--- src/rtl/swas_pkg.sv ---
package swas_pkg;

	// Field widths of the letter and result beats
	localparam int MODE_W   = 2;
	localparam int LETTER_W = 5;
	localparam int POS_W    = 16;

	// Letters are indexed a=0 through z=25
	localparam int ALPHABET_SIZE = 26;
	localparam logic [LETTER_W-1:0] ALPHA_LIMIT = LETTER_W'(ALPHABET_SIZE);

	// Default sizes
	localparam int MAX_PATTERN_DEF = 256;
	localparam int MAX_TEXT_DEF    = 65536;

	// Mode codes of a letter beat; the fourth code is ignored
	localparam logic [MODE_W-1:0] MODE_CLEAR   = 2'd0;
	localparam logic [MODE_W-1:0] MODE_PATTERN = 2'd1;
	localparam logic [MODE_W-1:0] MODE_TEXT    = 2'd2;

	// Update commands from the sequencing logic to the count tables
	typedef struct packed {
		logic                clear;
		logic                pat_inc;
		logic                win_inc;
		logic                win_dec;
		logic [LETTER_W-1:0] letter;
		logic [LETTER_W-1:0] gone;
	} tbl_ctrl_t;

endpackage

--- src/rtl/swas_if.sv ---
// Letter channel: one letter beat with its mode
interface swas_letter_if;
	logic                          valid;
	logic                          ready;
	logic [swas_pkg::MODE_W-1:0]   mode;
	logic [swas_pkg::LETTER_W-1:0] letter;

	modport source (output valid, mode, letter, input ready);
	modport sink (input valid, mode, letter, output ready);
endinterface

// Result channel: start of a window that matches the pattern
interface swas_pos_if;
	logic                       valid;
	logic                       ready;
	logic [swas_pkg::POS_W-1:0] start_position;

	modport source (output valid, start_position, input ready);
	modport sink (input valid, start_position, output ready);
endinterface

--- src/rtl/swas_ram.sv ---
module swas_ram #(
	parameter int WIDTH = swas_pkg::LETTER_W,
	parameter int DEPTH = swas_pkg::MAX_PATTERN_DEF,
	localparam int ADDR_W = (DEPTH > 1) ? $clog2(DEPTH) : 1
) (
	input  logic              clk,
	input  logic              we,
	input  logic [ADDR_W-1:0] waddr,
	input  logic [WIDTH-1:0]  wdata,
	input  logic [ADDR_W-1:0] raddr,
	output logic [WIDTH-1:0]  rdata
);

	logic [WIDTH-1:0] mem_q [DEPTH];

	// Write one word, read one word; a read of the word being written returns the old data
	always_ff @(posedge clk) begin
		if (we) begin
			mem_q[waddr] <= wdata;
		end
		rdata <= mem_q[raddr];
	end

endmodule

--- src/rtl/swas_tables.sv ---
module swas_tables #(
	parameter int MAX_PATTERN = swas_pkg::MAX_PATTERN_DEF
) (
	input  logic                clk,
	input  logic                arst_n,
	input  swas_pkg::tbl_ctrl_t ctrl,
	output logic                equal
);

	localparam int CNT_W = $clog2(MAX_PATTERN + 1);
	localparam int LW    = swas_pkg::LETTER_W;
	localparam int NL    = swas_pkg::ALPHABET_SIZE;

	logic [CNT_W-1:0] pat_q [NL];
	logic [CNT_W-1:0] win_q [NL];
	logic [CNT_W-1:0] pat_d [NL];
	logic [CNT_W-1:0] win_d [NL];

	// Work out each letter's next counts: drop the outgoing letter, then add the new one
	always_comb begin
		for (int k = 0; k < NL; k++) begin
			pat_d[k] = pat_q[k];
			win_d[k] = win_q[k];
			if (ctrl.pat_inc && ctrl.letter == LW'(k)) begin
				pat_d[k] = pat_q[k] + CNT_W'(1);
			end
			if (ctrl.win_dec && ctrl.gone == LW'(k) && win_q[k] != '0) begin
				win_d[k] = win_q[k] - CNT_W'(1);
			end
			if (ctrl.win_inc && ctrl.letter == LW'(k)) begin
				win_d[k] = win_d[k] + CNT_W'(1);
			end
		end
	end

	// Hold both tables; a clear empties them
	always_ff @(posedge clk or negedge arst_n) begin
		if (!arst_n) begin
			for (int k = 0; k < NL; k++) begin
				pat_q[k] <= '0;
				win_q[k] <= '0;
			end
		end else if (ctrl.clear) begin
			for (int k = 0; k < NL; k++) begin
				pat_q[k] <= '0;
				win_q[k] <= '0;
			end
		end else begin
			for (int k = 0; k < NL; k++) begin
				pat_q[k] <= pat_d[k];
				win_q[k] <= win_d[k];
			end
		end
	end

	// Compare the stored tables letter by letter
	always_comb begin
		equal = 1'b1;
		for (int k = 0; k < NL; k++) begin
			if (pat_q[k] != win_q[k]) begin
				equal = 1'b0;
			end
		end
	end

endmodule

--- src/rtl/sliding_window_anagram_search.sv ---
// Sliding-window anagram search. Each letter beat carries a mode: clear empties every table
// and counter, pattern loads one letter into the pattern count table (only before the first
// text letter, up to MAX_PATTERN letters), text feeds one letter of the searched text (up to
// MAX_TEXT letters). Letters at or above 26 and the unused mode are dropped. When the window of
// the last pattern-length text letters holds the same letters as the pattern, one beat gives
// the window's start position, low 16 bits. An empty pattern never matches. The block takes one
// letter beat every cycle while input ready is high; the text letter that completes the window
// passes stage 1 and the stage-2 compare before its result queues in a two-entry output buffer,
// and input ready drops only while both entries are full, a further candidate waits in the
// compare stage and the sink does not take a beat. The ring of recent text letters is one
// MAX_PATTERN-entry RAM; its read for a letter is issued in the cycle the letter is accepted.
module sliding_window_anagram_search #(
	parameter int MAX_PATTERN = swas_pkg::MAX_PATTERN_DEF,
	parameter int MAX_TEXT    = swas_pkg::MAX_TEXT_DEF
) (
	input  logic             clk,
	input  logic             arst_n,
	swas_letter_if.sink      letters,
	swas_pos_if.source       starts
);

	localparam int LEN_W  = $clog2(MAX_PATTERN + 1);
	localparam int TC_W   = $clog2(MAX_TEXT + 1);
	localparam int ADDR_W = (MAX_PATTERN > 1) ? $clog2(MAX_PATTERN) : 1;
	localparam int CMP_W  = (TC_W > LEN_W) ? TC_W : LEN_W;
	localparam int LW     = swas_pkg::LETTER_W;
	localparam int PW     = swas_pkg::POS_W;
	localparam int MW     = swas_pkg::MODE_W;

	function automatic logic [ADDR_W-1:0] ptr_inc(input logic [ADDR_W-1:0] p);
		if (p == ADDR_W'(MAX_PATTERN - 1)) begin
			return '0;
		end
		return p + ADDR_W'(1);
	endfunction

	// Stage 1: the accepted beat
	logic          valid_s1;
	logic [MW-1:0] mode_s1;
	logic [LW-1:0] letter_s1;

	// Search state
	logic [LEN_W-1:0]  len_q;
	logic [TC_W-1:0]   tc_q;
	logic [ADDR_W-1:0] wp_q;
	logic [ADDR_W-1:0] rp_q;
	logic              byp_q;
	logic [LW-1:0]     byp_letter_q;

	// Stage 2: candidate window waiting for the table compare
	logic          cand_s2;
	logic [PW-1:0] pos_s2;

	// Output buffer
	logic          v0_q, v1_q;
	logic [PW-1:0] d0_q, d1_q;
	logic          v0_d, v1_d;
	logic [PW-1:0] d0_d, d1_d;

	logic              advance, pop, push, equal;
	logic              is_clear, letter_ok, pat_ok, text_ok, have_pat, evict, hit;
	logic [CMP_W-1:0]  tc_ext, tc_inc_ext, len_ext;
	logic [PW-1:0]     pos_d;
	logic [LEN_W-1:0]  len_nxt;
	logic [TC_W-1:0]   tc_nxt;
	logic [ADDR_W-1:0] wp_nxt, rp_nxt, ram_raddr;
	logic [LW-1:0]     ram_rdata, gone;
	swas_pkg::tbl_ctrl_t ctrl;

	// Move the pipeline unless a candidate has nowhere to go
	assign pop           = v0_q && starts.ready;
	assign advance       = !(cand_s2 && v1_q && !pop);
	assign push          = advance && cand_s2 && equal;
	assign letters.ready = advance;

	// Decode the beat in stage 1
	assign letter_ok = letter_s1 < swas_pkg::ALPHA_LIMIT;
	assign is_clear  = valid_s1 && mode_s1 == swas_pkg::MODE_CLEAR;
	assign pat_ok    = valid_s1 && mode_s1 == swas_pkg::MODE_PATTERN && letter_ok
		&& tc_q == '0 && len_q < LEN_W'(MAX_PATTERN);
	assign text_ok   = valid_s1 && mode_s1 == swas_pkg::MODE_TEXT && letter_ok
		&& tc_q < TC_W'(MAX_TEXT);
	assign have_pat  = len_q != '0;

	// Window position arithmetic
	assign tc_ext     = CMP_W'(tc_q);
	assign tc_inc_ext = tc_ext + CMP_W'(1);
	assign len_ext    = CMP_W'(len_q);
	assign evict      = text_ok && have_pat && tc_ext >= len_ext;
	assign hit        = text_ok && have_pat && tc_inc_ext >= len_ext;
	assign pos_d      = PW'(tc_inc_ext - len_ext);

	// Next counters and ring pointers
	assign len_nxt = is_clear ? '0 : len_q + LEN_W'(pat_ok);
	assign tc_nxt  = is_clear ? '0 : tc_q + TC_W'(text_ok);
	assign wp_nxt  = is_clear ? '0 : (text_ok ? ptr_inc(wp_q) : wp_q);
	assign rp_nxt  = is_clear ? '0 : (evict ? ptr_inc(rp_q) : rp_q);

	// Read the outgoing letter for the next beat; re-read the held one while stalled
	assign ram_raddr = advance ? rp_nxt : rp_q;
	assign gone      = byp_q ? byp_letter_q : ram_rdata;

	swas_ram #(
		.WIDTH (LW),
		.DEPTH (MAX_PATTERN)
	) u_ring (
		.clk   (clk),
		.we    (advance && text_ok),
		.waddr (wp_q),
		.wdata (letter_s1),
		.raddr (ram_raddr),
		.rdata (ram_rdata)
	);

	// Table updates, gated by pipeline advance
	always_comb begin
		ctrl.clear   = advance && is_clear;
		ctrl.pat_inc = advance && pat_ok;
		ctrl.win_inc = advance && text_ok && have_pat;
		ctrl.win_dec = advance && evict;
		ctrl.letter  = letter_s1;
		ctrl.gone    = gone;
	end

	swas_tables #(
		.MAX_PATTERN (MAX_PATTERN)
	) u_tables (
		.clk    (clk),
		.arst_n (arst_n),
		.ctrl   (ctrl),
		.equal  (equal)
	);

	// Pop the head, then push the new result behind what is left
	always_comb begin
		v0_d = v0_q;
		v1_d = v1_q;
		d0_d = d0_q;
		d1_d = d1_q;
		if (pop) begin
			v0_d = v1_q;
			d0_d = d1_q;
			v1_d = 1'b0;
		end
		if (push) begin
			if (!v0_d) begin
				v0_d = 1'b1;
				d0_d = pos_s2;
			end else begin
				v1_d = 1'b1;
				d1_d = pos_s2;
			end
		end
	end

	assign starts.valid          = v0_q;
	assign starts.start_position = d0_q;

	// Control state
	always_ff @(posedge clk or negedge arst_n) begin
		if (!arst_n) begin
			valid_s1 <= 1'b0;
			len_q    <= '0;
			tc_q     <= '0;
			wp_q     <= '0;
			rp_q     <= '0;
			byp_q    <= 1'b0;
			cand_s2  <= 1'b0;
			v0_q     <= 1'b0;
			v1_q     <= 1'b0;
		end else begin
			v0_q <= v0_d;
			v1_q <= v1_d;
			byp_q <= advance && text_ok && wp_q == rp_nxt;
			if (advance) begin
				valid_s1 <= letters.valid;
				len_q    <= len_nxt;
				tc_q     <= tc_nxt;
				wp_q     <= wp_nxt;
				rp_q     <= rp_nxt;
				cand_s2  <= hit;
			end
		end
	end

	// Payload registers
	always_ff @(posedge clk) begin
		d0_q <= d0_d;
		d1_q <= d1_d;
		byp_letter_q <= letter_s1;
		if (advance) begin
			mode_s1   <= letters.mode;
			letter_s1 <= letters.letter;
			pos_s2    <= pos_d;
		end
	end

endmodule

--- src/flat_wrapper.sv ---
// flat-port wrapper written by rule: the top's interface ports become plain ports
module sliding_window_anagram_search_flat 
#(
	parameter int MAX_PATTERN = swas_pkg::MAX_PATTERN_DEF,
	parameter int MAX_TEXT    = swas_pkg::MAX_TEXT_DEF
)
  (clk, arst_n, letters_valid, letters_mode, letters_letter, letters_ready, starts_valid, starts_start_position, starts_ready);
  swas_letter_if letters_i ();
  swas_pos_if starts_i ();
  input  logic clk;
  input  logic arst_n;
  input wire logic [$bits(letters_i.valid)-1:0] letters_valid;
  input wire logic [$bits(letters_i.mode)-1:0] letters_mode;
  input wire logic [$bits(letters_i.letter)-1:0] letters_letter;
  output wire logic [$bits(letters_i.ready)-1:0] letters_ready;
  output wire logic [$bits(starts_i.valid)-1:0] starts_valid;
  output wire logic [$bits(starts_i.start_position)-1:0] starts_start_position;
  input wire logic [$bits(starts_i.ready)-1:0] starts_ready;
  assign letters_i.valid = letters_valid;
  assign letters_i.mode = letters_mode;
  assign letters_i.letter = letters_letter;
  assign letters_ready = letters_i.ready;
  assign starts_valid = starts_i.valid;
  assign starts_start_position = starts_i.start_position;
  assign starts_i.ready = starts_ready;
  sliding_window_anagram_search #(.MAX_PATTERN(MAX_PATTERN), .MAX_TEXT(MAX_TEXT)) u_core (.clk(clk), .arst_n(arst_n), .letters(letters_i), .starts(starts_i));
endmodule
--- config.mk ---
export PLATFORM = sky130hd
export DESIGN_NAME = sliding_window_anagram_search_flat
export DESIGN_NICKNAME = d
export VERILOG_FILES = /design/src/rtl/swas_pkg.sv /design/src/rtl/swas_if.sv /design/src/rtl/swas_ram.sv /design/src/rtl/swas_tables.sv /design/src/rtl/sliding_window_anagram_search.sv /design/src/flat_wrapper.sv
export SDC_FILE = /design/constraint.sdc
export NUM_CORES = 2
export LEC_CHECK = 0
export ABC_CLOCK_PERIOD_IN_PS = 10280
export CORE_MARGIN = 2
export CORE_UTILIZATION = 35
export DETAILED_ROUTE_END_ITERATION = 8
export DONT_BUFFER_PORTS = 1
export PLACE_DENSITY = 0.53
export SYNTH_ARGS = -nofsm -noshare
export SYNTH_HDL_FRONTEND = slang
export SYNTH_SLANG_ARGS = --single-unit
--- constraint.sdc ---
create_clock -name clk -period 10.28 [get_ports clk]
set_input_delay 2.056 -clock clk [delete_from_list [all_inputs] [get_ports clk]]
set_output_delay 2.056 -clock clk [all_outputs]
set_load 0.02 [all_outputs]
Word level (Yosys, flattened, before mapping)
Memories as Yosys holds them, arrays and structs flattened. A register that Yosys moved wholly into a read port is not among the register bits.
Index checks and enable logic that the tools add are counted.

word-level totals
  memory bits (writable) = 1280
  register bits = 575
  memories kept = 1
  bits of input ports = 11

cells by class
  mux-type cells = 130
  order comparisons = 5
  bitwise logic cells = 1
  reduce and logical (&&, ||, !) cells = 188
  add/subtract/negate cells = 84
  equal/unequal tests = 81

memory list
  name                 words  width  read ports  clocked after Yosys merged registers in  write ports  line            RTL
  u_core.u_ring.mem_q  256    5      1           1                                        1            swas_ram.sv:14  logic [WIDTH-1:0] mem_q [DEPTH];

operators with widths
  operator                                             number
  two-way mux 9 bit                                    79
  adder 9 x 1 -> 9 bit, second input constant          52
  two-way mux 234 bit                                  2
  nonzero test 9 bit                                   27
  inequality test 9 bit                                26
  subtractor 9 x 1 -> 9 bit, second input constant     26
  logical AND 1 bit                                    126
  equality test 5 bit, second input constant           20
  equality test 5 x 4 -> 1 bit, second input constant  16
  two-way mux 8 bit                                    9
  nonzero test 2 bit                                   27
  two-way mux 16 bit                                   3
  equality test 5 x 3 -> 1 bit, second input constant  8
  two-way mux 1 bit                                    35
  greater-or-equal comparator 17 x 9 -> 1 bit          2
  equality test 5 x 2 -> 1 bit, second input constant  4
  adder 17 x 1 -> 17 bit                               1
  adder 17 x 1 -> 17 bit, second input constant        1
  logical NOT 17 bit                                   1
  less-than comparator 17 bit, second input constant   1
  two-way mux 17 bit                                   1
  adder 8 x 1 -> 8 bit, second input constant          2
  equality test 8 bit, second input constant           2
  subtractor 16 x 9 -> 16 bit                          1
  other kinds (13)                                     17

Logic depth before layout (Yosys ltp)
  depth in word-level cells = 29
  depth in mapped cells = 20
  mapped depth without buffers = 17

By module
Synthesis repeated with hierarchy kept, for this count alone.

unflattened totals
  cells, all modules = 6830
  area total of the unflattened synthesis = 88220.9 µm²

by module, submodules not included
  module                         cells each  area an instance (µm²)  times used  seq. area each (µm²)
  swas_ram                       2497        50284.5                 1           38537.0
  swas_tables                    3733        31984.4                 1           11711.2
  sliding_window_anagram_search  600         5952.0                  1           2767.7

Least setup slack after synthesis
Ideal clock, no wire load.

  path type = flip-flop to flip-flop
  start = register u_core.letter_s1[1]
  end = register u_core.u_tables.win_q[44] (netlist bit)
  arrival = 6.335 ns
  library setup time = 0.132 ns
  stages on the path, launching flop included = 17
  clock period less this slack = 6.467 ns
  path buffers = 2
  path slack = 3.813 ns
  cell sequence = edfxtp_1 o211ai_1 nand2_1 inv_2 nand2b_4 a21oi_2 and4_1 buf_2 o211ai_1 clkbuf_1 xnor2_1 ha_1 nand2_1 or2_2 nor4_1 xor2_1 nor2_1

on the way
  word-level cells in the longest chain between the ends = 12

RTL lines
  what                            line                                  RTL
  start: declaration              sliding_window_anagram_search.sv:40   logic [LW-1:0] letter_s1;
  start signal: assignment        sliding_window_anagram_search.sv:193  letter_s1 <= letters.letter;
  less-than comparator 5 bit      sliding_window_anagram_search.sv:77   assign letter_ok = letter_s1 < swas_pkg::ALPHA_LIMIT;
  logical AND 1 bit               sliding_window_anagram_search.sv:81   assign text_ok = valid_s1 && mode_s1 == swas_pkg::MODE_TEXT && letter_ok
  logical AND 1 bit               sliding_window_anagram_search.sv:82   && tc_q < TC_W'(MAX_TEXT);
  logical AND 1 bit (2 in a row)  sliding_window_anagram_search.sv:89   assign evict = text_ok && have_pat && tc_ext >= len_ext;
  logical AND 1 bit               sliding_window_anagram_search.sv:120  ctrl.win_dec = advance && evict;
  logical AND 1 bit (2 in a row)  swas_tables.sv:27                     if (ctrl.win_dec && ctrl.gone == LW'(k) && win_q[k] != '0) begin
  two-way mux 9 bit               swas_tables.sv:27
  adder 9 x 1 -> 9 bit            swas_tables.sv:31                     win_d[k] = win_d[k] + CNT_W'(1);
  two-way mux 9 bit *             swas_tables.sv:30                     if (ctrl.win_inc && ctrl.letter == LW'(k)) begin
  two-way mux 234 bit *           swas_tables.sv:43                     end else if (ctrl.clear) begin
  end signal: indexed assignment  swas_tables.sv:51                     win_q[k] <= win_d[k];
  end: declaration                swas_tables.sv:15                     logic [CNT_W-1:0] win_q [NL];

Every way passes the cells marked *; elsewhere a longest branch is shown, timed or not.
A chain may end at the register's enable or synchronous reset.

Final worst setup path
  start = register u_core.tc_q[4], in the netlist u_core.tc_ext[4]
  end = register u_core.u_ring.rdata[3] (read register of u_core.u_ring.mem_q)

on the way
  word-level cells in the longest chain between the ends = 7

RTL lines
  what                              line                                  RTL
  start: declaration                sliding_window_anagram_search.sv:44   logic [TC_W-1:0] tc_q;
  start signal: assignment          sliding_window_anagram_search.sv:178  tc_q <= tc_nxt;
  less-than comparator 17 bit       sliding_window_anagram_search.sv:82
  logical AND 1 bit                 sliding_window_anagram_search.sv:82
  logical AND 1 bit                 sliding_window_anagram_search.sv:89
  logical AND 1 bit *               sliding_window_anagram_search.sv:89
  two-way mux 8 bit * (2 in a row)  sliding_window_anagram_search.sv:97   assign rp_nxt = is_clear ? '0 : (evict ? ptr_inc(rp_q) : rp_q);
  two-way mux 8 bit *               sliding_window_anagram_search.sv:100  assign ram_raddr = advance ? rp_nxt : rp_q;
  end: declaration                  swas_ram.sv:11                        output logic [WIDTH-1:0] rdata

Marked as above.

==> metrics.txt <==
CTS Buf Count=204; Tmin final=6970 ps; r2r startpoint=u_core.tc_ext[4]; average wire per standard cell=25.3 um; Vias/cell=between 5 and 6; status=finished with violations; Max VDD drop=186 uV; pre-CTS worst setup slack=2710 ps; Post-Place Cells=10.6k; Sink Count=1860; Fmax achieved=approximately 0.14 GHz; CP max FO=39; Initial Util=35.1%; nets=7573; final setup fails=0; num rows=184; vias=60.5k; Total GRT Usage=21.2%; Setup crit start kind=flip-flop; RSZ-0062 raised after global routing=false; Max-Cap Viols=0; worst r2r dst=u_core.u_ring.rdata[3]; PostCTS Resize Cnt=0; Setup WS post-layout=3310 ps; Critical Path AT=7740 ps; initial antenna violation count=8; drt first pass iters=6; clk buf depth=4; crit path from=u_core.tc_ext[4]; Setup TNS=0 ps; final core occ=about two fifths; post-route ant nets=0; sequential share of the synthesized area=60.1%; die height=506 um; largest net degree at the start of global routing=516; core area=251000 um2; initial drt markers=6289; die area=256000 um2; Clock Skews=87.4 ps; Synth cell types=110; Tcrit/Tclk final=67.8%; final hold vios=0; total gr overflow=0; Clock Root Buffer=clkbuf_16; R2R Setup Slk=3310 ps; cell count of the worst reg-to-reg path=15; critical path data required time=11050 ps; commonest non-fill, non-tap cell in the layout=edfxtp_1; Hold Crit Class=reg2reg; Syn Nets=~7.7k; non-filler cells, final=11.0k; Syn-to-layout area delta=10.8%; CP Class=reg2reg; fraction of layout cells with a size suffix above 1=slightly below 7%; IO Count=29; vias in the first global route=58.6k; H-tree depth=4; Pwr Density=194 nW/um2; port bufs=0; final slew viol count=roughly 330; clock latency on the worst-skew pair=920 ps; crit path to=u_core.u_ring.rdata[3]; ys flop type=edfxtp_1; routability cong.=approximately 0.99; Clk pin slew, worst setup/hold paths=60 ps; Post-CTS Setup Bufs=0; Hold Buf Count CTS=0; # DRC=0; LEAKAGE=35.0 nW; CTS tree=done; Synth Register Bits=1860; Syn Area/Cell=11.7 um2; Post-Syn Area=88200 um2; Post-Synthesis Cells=about 7.6k; global-route wire length before repair=406 mm; Slew HR=-90.8%; Yosys warnings=0; crit end category=flip-flop; post-DP HPWL=between 150 and 200 mm; commonest non-fill, non-tap cells in the layout=1319 x edfxtp_1, 894 x nor2_1, 722 x nand2_1; Chip Width=506 um; hold path startpoint=u_core.pos_s2[15]; EDFF count, synth=around 1.3k; fillers=24.1k; total routed wirelength=277 mm; async set-or-reset flop fraction in the synthesized netlist=27.7%; failing checks=max-slew violations; worst slew pin tran=about 2900 ps
[kinds of logic after synthesis]
logic type	after synthesis	synth area share (%)
and+or+nand+nor	2765	15.0
AOI/OAI and AO/OA	1014	7.47
xor gates and xnor gates	669	6.64
buffers and inverters	623	3.02
DFF	1860	60.1
muxes	519	6.24
adders and majority gates	108	1.54
[metrics by stage]
step | power, mW | cell area [um2] | hold WS, ps
final | 19.0 | 97800 | 440
after global routing | 19.6 | 97700 | 455
after CTS | 19.1 | 97700 | 446
after detailed placement | 12.0 | 91400 | 434
after global placement | 11.9 | 91400 | 433
after floorplan | 10.9 | 88200 | 427
[report_power, final]
group          switching [mW]  internal [mW]  leakage (nW)
combinational            2.28           1.22          12.6
sequential              0.152           8.16          19.3
clock                    3.08           4.08          3.12
total                    5.51           13.5          35.0
[cells in the mapped netlist (all sizes together) (19+ instances only)]
master  number  area (um2)
and4        21         184
mux2i      477        4770
nand2b      42         270
nor3       136         723
or4         50         375
inv        225         847
a22oi       19         148
nand3      288        1500
mux4        23         518
o22ai      273        1710
ha         107        1340
nor2       902        3420
a31oi       28         181
o31ai       34         255
dfxtp       26         521
a32oi       20         175
buf        144         865
o21ai      199         996
a21oi      216        1090
and2        23         144
mux2        19         214
clkbuf     254         955
nand2      731        2750
or2         29         181
dfrtp      515       12900
a211oi      19         143
xor2       274        2400
and3        76         475
or3        103         644
xnor2      395        3460
nand4      169        1060
o211ai      22         170
nor4       118         875
nor2b       25         156
edfxtp    1319       39600
a221oi      29         260
[worst max-delay path, stage by stage (launching register included)]
cell      delay (ps)
dfrtp_1          480
ha_1             370
a22o_1           220
o41ai_2          960
a21o_4           440
nor4_2           160
nor2_4           790
inv_2            530
nand3_4          680
buf_4            450
o22ai_1          170
nor4_1           670
o22ai_1          300
nor4_1           330
buf_4            200
a211oi_1          50
[metal layers]
metal	global-route usage, %	vias to the layer above	wire, um
met5	0	-	13
met4	7.93	2	11500
met3	3.14	498	16700
met2	33.6	2047	127000
met1	29.2	30500	121000
li1	-	27400	-
[registers in the layout, indices dropped and copies added, names as in the netlist]
register	cells
u_core.valid_s1	1
u_core.u_ring.mem_q	1280
u_core.v1_q	1
u_core.d1_q	16
u_core.tc_ext	17
u_core.pos_s2	16
u_core.letter_s1	5
u_core.wp_q	8
u_core.starts.start_position	16
u_core.len_q	9
u_core.byp_q	1
u_core.rp_q	8
u_core.starts.valid	1
u_core.u_tables.win_q	234
u_core.u_ring.rdata	5
u_core.u_tables.pat_q	234
u_core.byp_letter_q	5
u_core.mode_s1	2
u_core.cand_s2	1
[layout make-up]
| type | count | area, um2 | area share (%) |
|---|---|---|---|
| Sequential cell | 1860 | 53000 | 54.2 |
| Multi-Input combinational cell | 5075 | 32600 | 33.4 |
| Clock buffer | 264 | 5530 | 5.66 |
| Tap cell | 3348 | 4190 | 4.29 |
| Inverter | 225 | 857 | 0.877 |
| Clock inverter | 95 | 830 | 0.849 |
| Timing Repair Buffer | 88 | 711 | 0.727 |
| Antenna cell | 5 | 12.5 | 0.0128 |
[worst min-delay path by stage]
stage	end	slack, ps	depth (start not counted)
after detailed placement	u_core.d1_q[5]	430	0
after global routing	u_core.d1_q[5]	450	0
final	u_core.d1_q[15]	440	0
after CTS	u_core.d1_q[8]	450	0
after floorplan	u_core.d1_q[0]	430	0
after global placement	u_core.d1_q[5]	430	0
No activity file was read; power rests on OpenSTA's default activity.
